`src/design/two_wire_display_serial_master_core_defines.svh`:
```
// ---------------------------------------------------------------------------
// Assertion macros for the two-wire display serial master core
// Concurrent checks clocked on clock, disabled while reset is high.
// ---------------------------------------------------------------------------
`ifndef TWO_WIRE_DISPLAY_SERIAL_MASTER_CORE_DEFINES_SVH
`define TWO_WIRE_DISPLAY_SERIAL_MASTER_CORE_DEFINES_SVH

// property that must hold at every clock edge
`define TWDSM_ASSERT(lbl, prop) \
   lbl: assert property (@(posedge clock) disable iff (reset) (prop)) \
      else $error("%m: check failed");

// condition in one cycle implies a consequence in the next
`define TWDSM_ASSERT_NEXT(lbl, ante, cons) \
   lbl: assert property (@(posedge clock) disable iff (reset) (ante) |=> (cons)) \
      else $error("%m: check failed");

`endif

```
`src/design/twdsm_pkg.sv`:
```
// ---------------------------------------------------------------------------
// twdsm_pkg
// Op codes, phase numbers, pin and response word types and the pin
// table for the two-wire display serial master.
// ---------------------------------------------------------------------------
package twdsm_pkg;

   // command / active operation codes
   localparam logic [2:0] OP_IDLE  = 3'd0;
   localparam logic [2:0] OP_START = 3'd1;
   localparam logic [2:0] OP_WRITE = 3'd2;
   localparam logic [2:0] OP_READ  = 3'd3;
   localparam logic [2:0] OP_STOP  = 3'd4;

   // phase numbers of note
   localparam logic [4:0] PH_FIRST      = 5'd0;
   localparam logic [4:0] PH_START_LAST = 5'd1;
   localparam logic [4:0] PH_STOP_LAST  = 5'd3;
   localparam logic [4:0] PH_ACK_LOW    = 5'd16;
   localparam logic [4:0] PH_ACK_WAIT   = 5'd17;
   localparam logic [4:0] PH_ACK_HIGH   = 5'd18;

   // configuration register indexes
   localparam logic [1:0] CSR_PHASE_TICKS = 2'd0;
   localparam logic [1:0] CSR_ACK_TIMEOUT = 2'd1;

   typedef struct packed {
      logic drv;
      logic lvl;
      logic clk;
   } pins_type;

   // response word, MSB first (clk_level lands in bit 0)
   typedef struct packed {
      logic       ack_missing;
      logic [7:0] read_byte;
      logic       done;
      logic       busy;
      logic       dio_drive;
      logic       dio_level;
      logic       clk_level;
   } rsp_word_type;

   // final phase of a sequence
   function automatic logic [4:0] last_phase(input logic [2:0] op);
      logic [4:0] ph;
      case (op)
         OP_START: ph = PH_START_LAST;
         OP_STOP:  ph = PH_STOP_LAST;
         default:  ph = PH_ACK_HIGH;
      endcase
      return ph;
   endfunction

   // pin levels for a phase of an operation
   function automatic pins_type phase_pins(input logic [2:0] op, input logic [4:0] ph,
                                           input logic [7:0] shift, input logic lvl_prev);
      pins_type p;
      logic     bit_val;
      p       = '{drv: 1'b1, lvl: 1'b1, clk: 1'b1};
      bit_val = shift[ph[3:1]];
      case (op)
         OP_START: begin
            if (ph == PH_FIRST) p = '{drv: 1'b1, lvl: 1'b1, clk: 1'b1};
            else                p = '{drv: 1'b1, lvl: 1'b0, clk: 1'b1};
         end
         OP_STOP: begin
            case (ph[1:0])
               2'd0:    p = '{drv: 1'b1, lvl: lvl_prev, clk: 1'b0};
               2'd1:    p = '{drv: 1'b1, lvl: 1'b0, clk: 1'b0};
               2'd2:    p = '{drv: 1'b1, lvl: 1'b0, clk: 1'b1};
               default: p = '{drv: 1'b1, lvl: 1'b1, clk: 1'b1};
            endcase
         end
         default: begin
            if (ph < PH_ACK_LOW) begin
               // bit phases: even is clock low, odd is clock high
               if (op == OP_WRITE) p = '{drv: 1'b1, lvl: bit_val, clk: ph[0]};
               else                p = '{drv: 1'b0, lvl: 1'b0, clk: ph[0]};
            end else if (ph == PH_ACK_HIGH) begin
               p = '{drv: 1'b0, lvl: 1'b0, clk: 1'b1};
            end else begin
               p = '{drv: 1'b0, lvl: 1'b0, clk: 1'b0};
            end
         end
      endcase
      return p;
   endfunction

endpackage

```
`src/design/two_wire_display_serial_master_core.sv`:
```
// ---------------------------------------------------------------------------
// two_wire_display_serial_master_core
// Each accepted tick word has its response word registered in the output buffer.
// Throughput: one tick word per cycle while the skid entry is free; the sequencer update is single pass.
// A two-entry output buffer keeps the input open while one response waits.
// Synchronous active-high reset: idle, clock high, data high and driven.
// ---------------------------------------------------------------------------
`include "two_wire_display_serial_master_core_defines.svh"

module two_wire_display_serial_master_core (
   input  logic        clock,
   input  logic        reset,
   // tick word in
   input  logic        req_tvalid,
   output logic        req_tready,
   input  logic [15:0] req_tdata,  // data_byte[7:0], dio_sample[8], zero pad
   input  logic [2:0]  req_tuser,  // command[2:0]
   // response word out
   output logic        rsp_tvalid,
   input  logic        rsp_tready,
   output logic [15:0] rsp_tdata,  // clk_level, dio_level, dio_drive, busy_res,
                                   // done_res, read_byte[12:5], ack_missing, pad
   // configuration writes
   input  logic        csr_we,
   input  logic [1:0]  csr_index,
   input  logic [15:0] csr_wdata
);
   import twdsm_pkg::*;

   // configuration
   logic [7:0]   phase_ticks_ff;
   logic [15:0]  ack_timeout_ff;

   // sequencer state
   logic [2:0]   op_ff, op_in;
   logic [4:0]   phase_ff, phase_in;
   logic [7:0]   shift_ff, shift_in;
   logic [7:0]   rcv_ff, rcv_in;
   logic [7:0]   tick_ff, tick_in;
   logic [15:0]  ack_cnt_ff, ack_cnt_in;
   pins_type     pins_ff, pins_in;
   logic         ack_err_ff, ack_err_in;

   // output buffer
   rsp_word_type out_ff, skid_ff, word_in;
   logic         out_vld_ff, skid_vld_ff;

   logic         push, pop;
   logic [2:0]   cmd;
   logic [7:0]   data;
   logic         sample;
   logic [7:0]   pt;
   logic         do_enter;
   logic [4:0]   enter_ph;
   logic [15:0]  cnt_inc;
   logic         done;

   assign cmd    = req_tuser;
   assign data   = req_tdata[7:0];
   assign sample = req_tdata[8];
   assign pt     = (phase_ticks_ff == 8'd0) ? 8'd1 : phase_ticks_ff;

   assign req_tready = !skid_vld_ff;
   assign push       = req_tvalid && req_tready;
   assign rsp_tvalid = out_vld_ff;
   assign pop        = out_vld_ff && rsp_tready;
   assign rsp_tdata  = {2'b00, out_ff};

   // configuration register writes
   always_ff @(posedge clock) begin
      if (reset) begin
         phase_ticks_ff <= 8'd1;
         ack_timeout_ff <= 16'd0;
      end else if (csr_we) begin
         case (csr_index)
            CSR_PHASE_TICKS: phase_ticks_ff <= csr_wdata[7:0];
            CSR_ACK_TIMEOUT: ack_timeout_ff <= csr_wdata;
            default: ;
         endcase
      end
   end

   // sequencer next state for one tick
   always_comb begin
      op_in      = op_ff;
      phase_in   = phase_ff;
      shift_in   = shift_ff;
      rcv_in     = rcv_ff;
      tick_in    = tick_ff;
      ack_cnt_in = ack_cnt_ff;
      pins_in    = pins_ff;
      ack_err_in = ack_err_ff;
      do_enter   = 1'b0;
      enter_ph   = PH_FIRST;
      done       = 1'b0;
      cnt_inc    = (ack_cnt_ff == 16'hFFFF) ? ack_cnt_ff : ack_cnt_ff + 16'd1;

      if (op_ff == OP_IDLE) begin
         // launch a command; codes above stop are plain ticks
         if (cmd inside {OP_START, OP_WRITE, OP_READ, OP_STOP}) begin
            op_in    = cmd;
            shift_in = data;
            do_enter = 1'b1;
            enter_ph = PH_FIRST;
         end
      end else if ((op_ff == OP_WRITE || op_ff == OP_READ) && phase_ff == PH_ACK_WAIT) begin
         // acknowledge wait with optional timeout
         if (!sample) begin
            do_enter = 1'b1;
            enter_ph = PH_ACK_HIGH;
         end else begin
            ack_cnt_in = cnt_inc;
            if (ack_timeout_ff != 16'd0 && cnt_inc >= ack_timeout_ff) begin
               ack_err_in = 1'b1;
               do_enter   = 1'b1;
               enter_ph   = PH_ACK_HIGH;
            end
         end
      end else if (tick_ff >= pt) begin
         // phase over: sample read bit at end of clock high
         if (op_ff == OP_READ && phase_ff < PH_ACK_LOW && phase_ff[0])
            rcv_in = {sample, rcv_ff[7:1]};
         if (phase_ff >= last_phase(op_ff)) begin
            op_in    = OP_IDLE;
            phase_in = PH_FIRST;
            tick_in  = 8'd0;
            done     = 1'b1;
         end else begin
            do_enter = 1'b1;
            enter_ph = phase_ff + 5'd1;
         end
      end else begin
         tick_in = tick_ff + 8'd1;
      end

      // phase entry
      if (do_enter) begin
         phase_in = enter_ph;
         pins_in  = phase_pins(op_in, enter_ph, shift_in, pins_ff.lvl);
         tick_in  = 8'd1;
         if ((op_in == OP_WRITE || op_in == OP_READ) && enter_ph == PH_ACK_WAIT) begin
            ack_cnt_in = 16'd0;
            ack_err_in = 1'b0;
         end
      end

      word_in.clk_level   = pins_in.clk;
      word_in.dio_level   = pins_in.lvl;
      word_in.dio_drive   = pins_in.drv;
      word_in.busy        = (op_in != OP_IDLE);
      word_in.done        = done;
      word_in.read_byte   = rcv_in;
      word_in.ack_missing = ack_err_in;
   end

   // sequencer registers, advanced once per accepted word
   always_ff @(posedge clock) begin
      if (reset) begin
         op_ff      <= OP_IDLE;
         phase_ff   <= PH_FIRST;
         shift_ff   <= 8'd0;
         rcv_ff     <= 8'd0;
         tick_ff    <= 8'd0;
         ack_cnt_ff <= 16'd0;
         pins_ff    <= '{drv: 1'b1, lvl: 1'b1, clk: 1'b1};
         ack_err_ff <= 1'b0;
      end else if (push) begin
         op_ff      <= op_in;
         phase_ff   <= phase_in;
         shift_ff   <= shift_in;
         rcv_ff     <= rcv_in;
         tick_ff    <= tick_in;
         ack_cnt_ff <= ack_cnt_in;
         pins_ff    <= pins_in;
         ack_err_ff <= ack_err_in;
      end
   end

   // output register plus skid entry
   always_ff @(posedge clock) begin
      if (reset) begin
         out_vld_ff  <= 1'b0;
         skid_vld_ff <= 1'b0;
      end else if (!out_vld_ff || pop) begin
         if (skid_vld_ff) begin
            out_vld_ff  <= 1'b1;
            skid_vld_ff <= 1'b0;
         end else begin
            out_vld_ff  <= push;
         end
      end else if (push) begin
         skid_vld_ff <= 1'b1;
      end
   end

   always_ff @(posedge clock) begin
      if (!out_vld_ff || pop) begin
         if (skid_vld_ff) out_ff <= skid_ff;
         else if (push)   out_ff <= word_in;
      end else if (push) begin
         skid_ff <= word_in;
      end
   end

   // checks
   `TWDSM_ASSERT(a_skid_has_out, !skid_vld_ff || out_vld_ff)
   `TWDSM_ASSERT(a_done_not_busy, !out_vld_ff || !(out_ff.done && out_ff.busy))
   `TWDSM_ASSERT(a_idle_clean, op_ff != OP_IDLE || (phase_ff == PH_FIRST && tick_ff == 8'd0))
   `TWDSM_ASSERT_NEXT(a_stall_to_skid, out_vld_ff && !rsp_tready && push, skid_vld_ff)

endmodule

```
`config.mk`:
```
export PLATFORM = sky130hd
export DESIGN_NAME = two_wire_display_serial_master_core
export DESIGN_NICKNAME = d
export VERILOG_FILES = /design/src/design/twdsm_pkg.sv /design/src/design/two_wire_display_serial_master_core.sv
export VERILOG_INCLUDE_DIRS = /design/src /design/src/design
export SDC_FILE = /design/constraint.sdc
export NUM_CORES = 1
export LEC_CHECK = 0
export ABC_AREA = 1
export CORE_AREA = 10 10 98 143
export CTS_CLUSTER_SIZE = 28
export DETAILED_ROUTE_END_ITERATION = 10
export DIE_AREA = 0 0 108 153
export DONT_BUFFER_PORTS = 1
export GPL_TIMING_DRIVEN = 0
export PLACE_DENSITY = 0.69
export SLEW_MARGIN = 20
export SYNTH_ARGS = -nofsm -noshare
export SYNTH_HDL_FRONTEND = slang
export SYNTH_SLANG_ARGS = --single-unit
export TNS_END_PERCENT = 5
```
`constraint.sdc`:
```
create_clock -name clock -period 5.7 [get_ports clock]
set_clock_uncertainty 0.15 [all_clocks]
set_input_delay 0.285 -clock clock [delete_from_list [all_inputs] [get_ports clock]]
set_output_delay 0.285 -clock clock [all_outputs]
set_load 0.05 [all_outputs]
```
==> out/qor.yml, run 1 <==
cap_violations: 0
status: "finished, final reports clean"
clock_path_buffers: 2
async_flop_share: 0
internal_power_mw: 1.42
rsz0062_at_grt: "false"
endpoint_kind: "flip-flop"
syn_area_per_cell_um2: 7.46
top_layer_used: "met4"
clock.fmax_ghz: 0.221
max_slew_margin: 0.351
seqPwrFrac: 0.429
dp_hpwl_mm: 11.8
pwr-share-clk: 0.258
grt_max_degree: 17
criticalPathCategory: "reg2reg"
post-synth-top-count-cell: "nand2_1"
p_leak_nw: 3.20
p_switching_mw: 0.843
dp.cells: 981
antenna_left: 0
synth_top_cells_by_area: "dfxtp_1 (25%), edfxtp_1 (14%), nand2_1 (9.7%)"
post-cts-setup-buffers: 0
drive_gt1_frac: 0.0650
slew_viol_final: 0
cp_max_fo: 10
synthDistinctLibCells: 51
vias: 5455
diodes: 0
grt_pass1_vias: 5572
utilization: 0.594
dr_wl_met2_mm: 8.20
post_drt_wl_per_cell_um: 15.0
overflow: 0
drt_iter0_markers: 261
ys_warn_count: 0
finalNonFillerCells: 1012
fin_ws_ns: 1.18
gp_congestion: 0.940
die_x_um: 108
total_power_mw: 2.27
wl_mm: 15.2
numPortBuffers: 0
pre_cts_slack_ns: 1.27
power_frac_comb: 0.314
cp.arrival_ns: 4.62
cts_tree: "done"
cellPowerDensity_nw_per_um2: 333
hold_viol_final: 0
clock_sinks: 106
synth_seq_cells: 106
setup_violations: 0
met3WireLength_um: 702
synth_top_area_cell: "dfxtp_1"
num_rows: 48
viasPerCell: 5.39
synthFlopType: "dfxtp_1"
cts_root_buf: "clkbuf_16"
synth_edf_count: 28
clkLatencyLatePin_ns: 0.34
syn_area_um2: 6190
grt_pass1_wl_mm: 25.8
fin_nets: 933
startpoint_type: "flip-flop"
p_sw_frac: 0.372
seq_area_frac_synth: 0.388
initial_core_util: 0.540
h-tree-depth: 3
crit_required_ns: 5.80
dieArea_um2: 16500
route.detailed.drc: 0
met1_length_mm: 5.93
synthCells: 830
synth_top_area_share: 0.252
ios: 60
die_h_um: 153
antenna_found_initial: 0
finalCriticalPeriod_ns: 4.52
worst_pin_slew_ns: 0.973
worstHoldPathType: "in2reg"
grt_usage: 0.189
numCtsBuffers: 9
setup_tns_ns: 0
fp.coreArea_um2: 11500
dr.pass1.iters: 5
clk_pin_slew_ns: 0.07
ir_worst_vdd_uv: 185
syn2layout_area_growth_pct: 10.1
period_share: 0.794
synth_common_cells: "nand2_1 (160), inv_1 (132), dfxtp_1 (78), a21oi_1 (76), o21ai_0 (65)"
## routing by layer
metal	global-route usage	vias to the layer above
met3	0.0400	23
met2	0.352	114
li1	-	2780
met5	0	-
met4	0.0664	0
met1	0.199	2538
## cell families after synthesis
logic type,Yosys count,share of synthesized area
other cells,1,0.000606
xor+xnor,14,0.0198
buf+inv,170,0.107
mux,8,0.0129
simple gates,318,0.240
fa+ha+maj,34,0.0687
compound gates,179,0.164
flops,106,0.388
## what timing repair did
action / CTS / global route
hold endpoints to repair: 17 / 0
resized for setup: 0 / 0
hold buffers: 15 / 0
## flip-flops by register name, summed over array words and instances, names as in the netlist
signal / flops
ack_err_ff: 1
ack_timeout_ff: 16
rsp_tvalid: 1
shift_ff: 8
skid_ff: 14
skid_vld_ff: 1
op_ff: 3
pins_ff: 3
phase_ticks_ff: 8
rsp_tdata: 14
ack_cnt_ff: 16
tick_ff: 8
phase_ff: 5
rcv_ff: 8
## worst paths after layout
check                                  startpoint                 to  slack [ns]  cells past startpoint
worst min-delay path                 csr_wdata[6]  phase_ticks_ff[6]       0.007                      2
worst min register to register  ack_timeout_ff[0]  ack_timeout_ff[0]        0.32                      2
worst max register to register      ack_cnt_ff[0]     ack_cnt_ff[12]        1.18                     25
worst max-delay path                ack_cnt_ff[0]     ack_cnt_ff[12]        1.18                     25
## metrics by stage
stage          instance area, um^2  hold slack (ns)
2_1_floorplan                 6190            0.261
3_3_place_gp                  6380            0.276
3_5_place_dp                  6380            0.281
4_1_cts                       6810          0.00197
5_1_grt                       6810           0.0156
6_report                      6810          0.00684
## worst max-delay path: stages, from the launching register on
cell     delay, ns
dfxtp_1       0.37
ha_1          0.27
nand4_1       0.11
nor2_1        0.21
nand3_1       0.26
nand3_1       0.18
nor2_1        0.07
nand2_1       0.07
xnor2_1       0.15
ha_1          0.28
a21oi_1       0.20
nand2_1       0.08
nor2_1        0.08
nand2_1       0.05
nand2_1       0.06
nand2_1       0.07
nand2_1       0.11
nand2_4       0.09
nand3_1       0.28
ha_1          0.21
inv_1         0.06
nor4_2        0.43
nand2_2       0.24
buf_6         0.21
nand3_1       0.09
inv_2         0.03
## layout by cell type, fill, tap and decap left out, drive strengths merged
cell type,synthesis,layout
a21boi,3,3
a21o,1,1
a21oi,78,78
a221oi,2,2
a41o,1,1
buf,5,5
clkbuf,23,37
clkinv,2,3
clkinvlp,0,1
conb,1,2
dfxtp,78,78
dlygate4sd3,0,15
edfxtp,28,28
ha,34,34
inv,140,140
mux2i,8,8
nand2,170,170
nand3,55,55
nand3b,1,1
nand4,14,14
nor2,58,58
nor3,13,13
nor3b,1,1
nor4,4,4
o211a,2,2
o211ai,17,17
o21a,3,3
o21ai,69,69
o21bai,3,3
or2,2,2
xnor2,2,2
xor2,12,12
## area by class of cell
| type | count | area [um^2] |
|---|---|---|
| fill | 1073 | 4660 |
| multi-input combinational | 555 | 3140 |
| sequential | 106 | 2400 |
| inverter | 142 | 541 |
| clock buffer | 14 | 264 |
| tap | 150 | 188 |
| timing repair buffer | 15 | 150 |
| buffer | 28 | 120 |
| clock inverter | 2 | 12.5 |
## power groups by stage
stage / Combinational [mW] / Sequential (mW) / Clock [mW]
final: 0.710 / 0.971 / 0.584
after global routing: 0.817 / 0.980 / 0.623
after detailed placement: 0.702 / 0.989 / 0
after global placement: 0.676 / 0.985 / 0
after CTS: 0.713 / 0.973 / 0.598
after floorplan: 0.560 / 0.971 / 0
Power figures use the tool's default switching activity.
==> run 2, diff against run 1 <==
Settings changed: PLACE_DENSITY 0.69 to 0.72.
Clock period 5.7 ns to 3.8 ns, I/O delays scaled along.
==> run 2 against run 1 <==
Net effect:
- hold slack better by 0.015 ns
- wire length rose by 5.7%
- count of clock-buffer cells in the layout is 2 lower
- total power up 61%
- design area up 8.4%
- cell count increased by 3.3%
- largest cell class unchanged
- global-route usage fell by 0.17 points
- via count grew 6.1%
- flip-flop and latch count is the same
- non-clock buffer count is 33 higher
- die area unchanged
- core utilization is 5.0 points higher
==> out/qor.yml, run 2 (same netlist as run 1, synthesis figures left out) <==
dieArea_um2: 16500  # unchanged
vias: 5786  # was 5,455
numPortBuffers: 0  # unchanged
syn2layout_area_growth_pct: 19.3  # was 10.1%
pwr-share-clk: 0.276  # was 0.258
met1_usage: 0.205  # was 0.199
rsz0062_at_grt: "true"  # was false
biggestRegsByFlops: "ack_cnt_ff (16), ack_timeout_ff (16)"  # unchanged
p_switching_mw: 1.37  # was 0.843 mW
cts_tree: "done"  # unchanged
nFillCells: 965  # was 1,073
clkLatencyLatePin_ns: 0.35  # was 0.34 ns
worst_hold_slack_ns: 0.0219  # was 0.00684 ns
setup_tns_ns: 0  # unchanged
dp_hpwl_mm: 11.5  # was 11.8 mm
grt.busiest_layer: "met2"  # unchanged
layout_common_cells: "nand2_1 (150), inv_1 (126), a21oi_1 (75)"  # was nand2_1 (160), inv_1 (132), dfxtp_1 (78)
cap_violations: 0  # unchanged
startpoint_type: "flip-flop"  # unchanged
finalNonFillerCells: 1045  # was 1,012
fin_nets: 966  # was 933
met2_usage: 0.341  # was 0.352
worst_pin_slew_ns: 1.00  # was 0.973 ns
h-tree-depth: 3  # unchanged
route.detailed.drc: 0  # unchanged
internal_power_mw: 2.28  # was 1.42 mW
diodes: 0  # unchanged
seqPwrFrac: 0.399  # was 0.429
cellPowerDensity_nw_per_um2: 495  # was 333 nW/um^2
antenna_left: 0  # unchanged
criticalPathCategory: "reg2reg"  # unchanged
cts_root_buf: "clkbuf_16"  # unchanged
die_x_um: 108  # unchanged
post_drt_wl_per_cell_um: 15.3  # was 15.0 um
clk_pin_slew_ns: 0.08  # was 0.07 ns
die_h_um: 153  # unchanged
hold_viol_final: 0  # unchanged
fin_ws_ns: 0.0221  # was 1.18 ns
gp_congestion: 0.956  # was 0.940
cp_max_fo: 10  # unchanged
p_leak_nw: 3.43  # was 3.20 nW
clock_sinks: 106  # unchanged
grt_max_degree: 19  # was 17
endpoint_kind: "flip-flop"  # unchanged
max_slew_margin: 0.334  # was 0.351
viasPerCell: 5.54  # was 5.39
antenna_found_initial: 0  # unchanged
status: "finished, final reports clean"  # unchanged
dp.cells: 981  # unchanged
initial_core_util: 0.540  # unchanged
grt_pass1_vias: 5734  # was 5,572
setup_violations: 0  # unchanged
power_frac_comb: 0.325  # was 0.314
dr.pass1.iters: 6  # was 5
wl_mm: 16.0  # was 15.2 mm
ir_worst_vdd_uv: 372  # was 185 uV
slew_viol_final: 0  # unchanged
finalCriticalPeriod_ns: 3.78  # was 4.52 ns
drt_iter0_markers: 597  # was 261
numCtsBuffers: 9  # unchanged
cp.arrival_ns: 3.88  # was 4.62 ns
grt_pass1_wl_mm: 25.9  # was 25.8 mm
pre_cts_slack_ns: -0.561  # was 1.27 ns
p_sw_frac: 0.375  # was 0.372
drive_gt1_frac: 0.137  # was 0.0650
fp.coreArea_um2: 11500  # unchanged
worstHoldPathType: "in2reg"  # unchanged
clock_path_buffers: 2  # unchanged
final_common_cell: "nand2_1"  # unchanged
clock.fmax_ghz: 0.265  # was 0.221 GHz
grt_usage: 0.188  # was 0.189
grt_use_met3: 0.0379  # was 0.0400
num_rows: 48  # unchanged
overflow: 0  # unchanged
period_share: 0.994  # was 0.794
ios: 60  # unchanged
crit_required_ns: 3.90  # was 5.80 ns
utilization: 0.644  # was 0.594
==> run 2: final timing paths <==
path / startpoint / endpoint / slack (ns) / cells past startpoint
max reg2reg: ack_cnt_ff[7] / ack_err_ff / 0.02 / 24
min reg2reg: pins_ff[0] / pins_ff[0] / 0.32 / 2
min: req_tdata[0] / shift_ff[0] / 0.02 / 4
max: ack_cnt_ff[7] / ack_err_ff / 0.02 / 24
==> run 2: layout make-up <==
cell class / instances / area [um^2] / area share
plain buffers: 28 / 120 / 0.0163
clock buffers: 12 / 300 / 0.0407
clock inverters: 4 / 36.3 / 0.00491
inverters: 142 / 543 / 0.0735
multi-input cells: 555 / 3330 / 0.451
flip-flops and latches: 106 / 2430 / 0.329
well taps: 150 / 188 / 0.0254
repair buffers: 48 / 443 / 0.0600
==> run 2: power groups by stage <==
stage / Clock, mW / Sequential (mW) / Combinational [mW]
after detailed placement: 0 / 1.48 / 1.05
after floorplan: 0 / 1.46 / 0.840
after CTS: 1.02 / 1.46 / 1.10
final: 1.01 / 1.46 / 1.19
after global placement: 0 / 1.48 / 0.997
after global routing: 1.06 / 1.47 / 1.34
==> run 2: worst max-delay path, stage by stage, from the launching register on <==
cell and delay, ns:
dfxtp_4 0.38, nand2_2 0.10, nor2_4 0.14, nand4_1 0.13, nor2_2 0.15, nand3_2 0.15
buf_4 0.18, nand3_1 0.11, xor2_2 0.18, ha_1 0.28, a21oi_1 0.15, nand2_1 0.07
a21oi_1 0.18, nand2_2 0.10, nand2_2 0.09, nand2_4 0.08, nand3_4 0.10, buf_4 0.13
ha_1 0.13, inv_1 0.08, nor4_4 0.20, nand2_2 0.11, buf_6 0.18, nand3_1 0.08
inv_1 0.05
==> run 2: stage by stage <==
step	cell area [um^2]	power [mW]
after floorplan	6190	2.30
after global placement	6380	2.47
after detailed placement	6380	2.53
after CTS	7140	3.58
after global routing	7380	3.87
final	7380	3.65
==> run 2: metal layers <==
layer / vias to the layer above / wire length, um
met5: - / 0
met4: 0 / 408
met3: 38 / 855
met2: 189 / 8390
met1: 2714 / 6380
li1: 2845 / -
==> run 2: what timing repair did <==
| item | CTS | global route |
|---|---|---|
| hold buffers | 28 | 0 |
| gates resized for setup | 17 | 49 |
| pin swaps | 6 | 25 |
| buffers inserted | 11 | 9 |
| endpoints found under the setup margin | 36 | 41 |
| endpoints found under the hold margin | 34 | 0 |
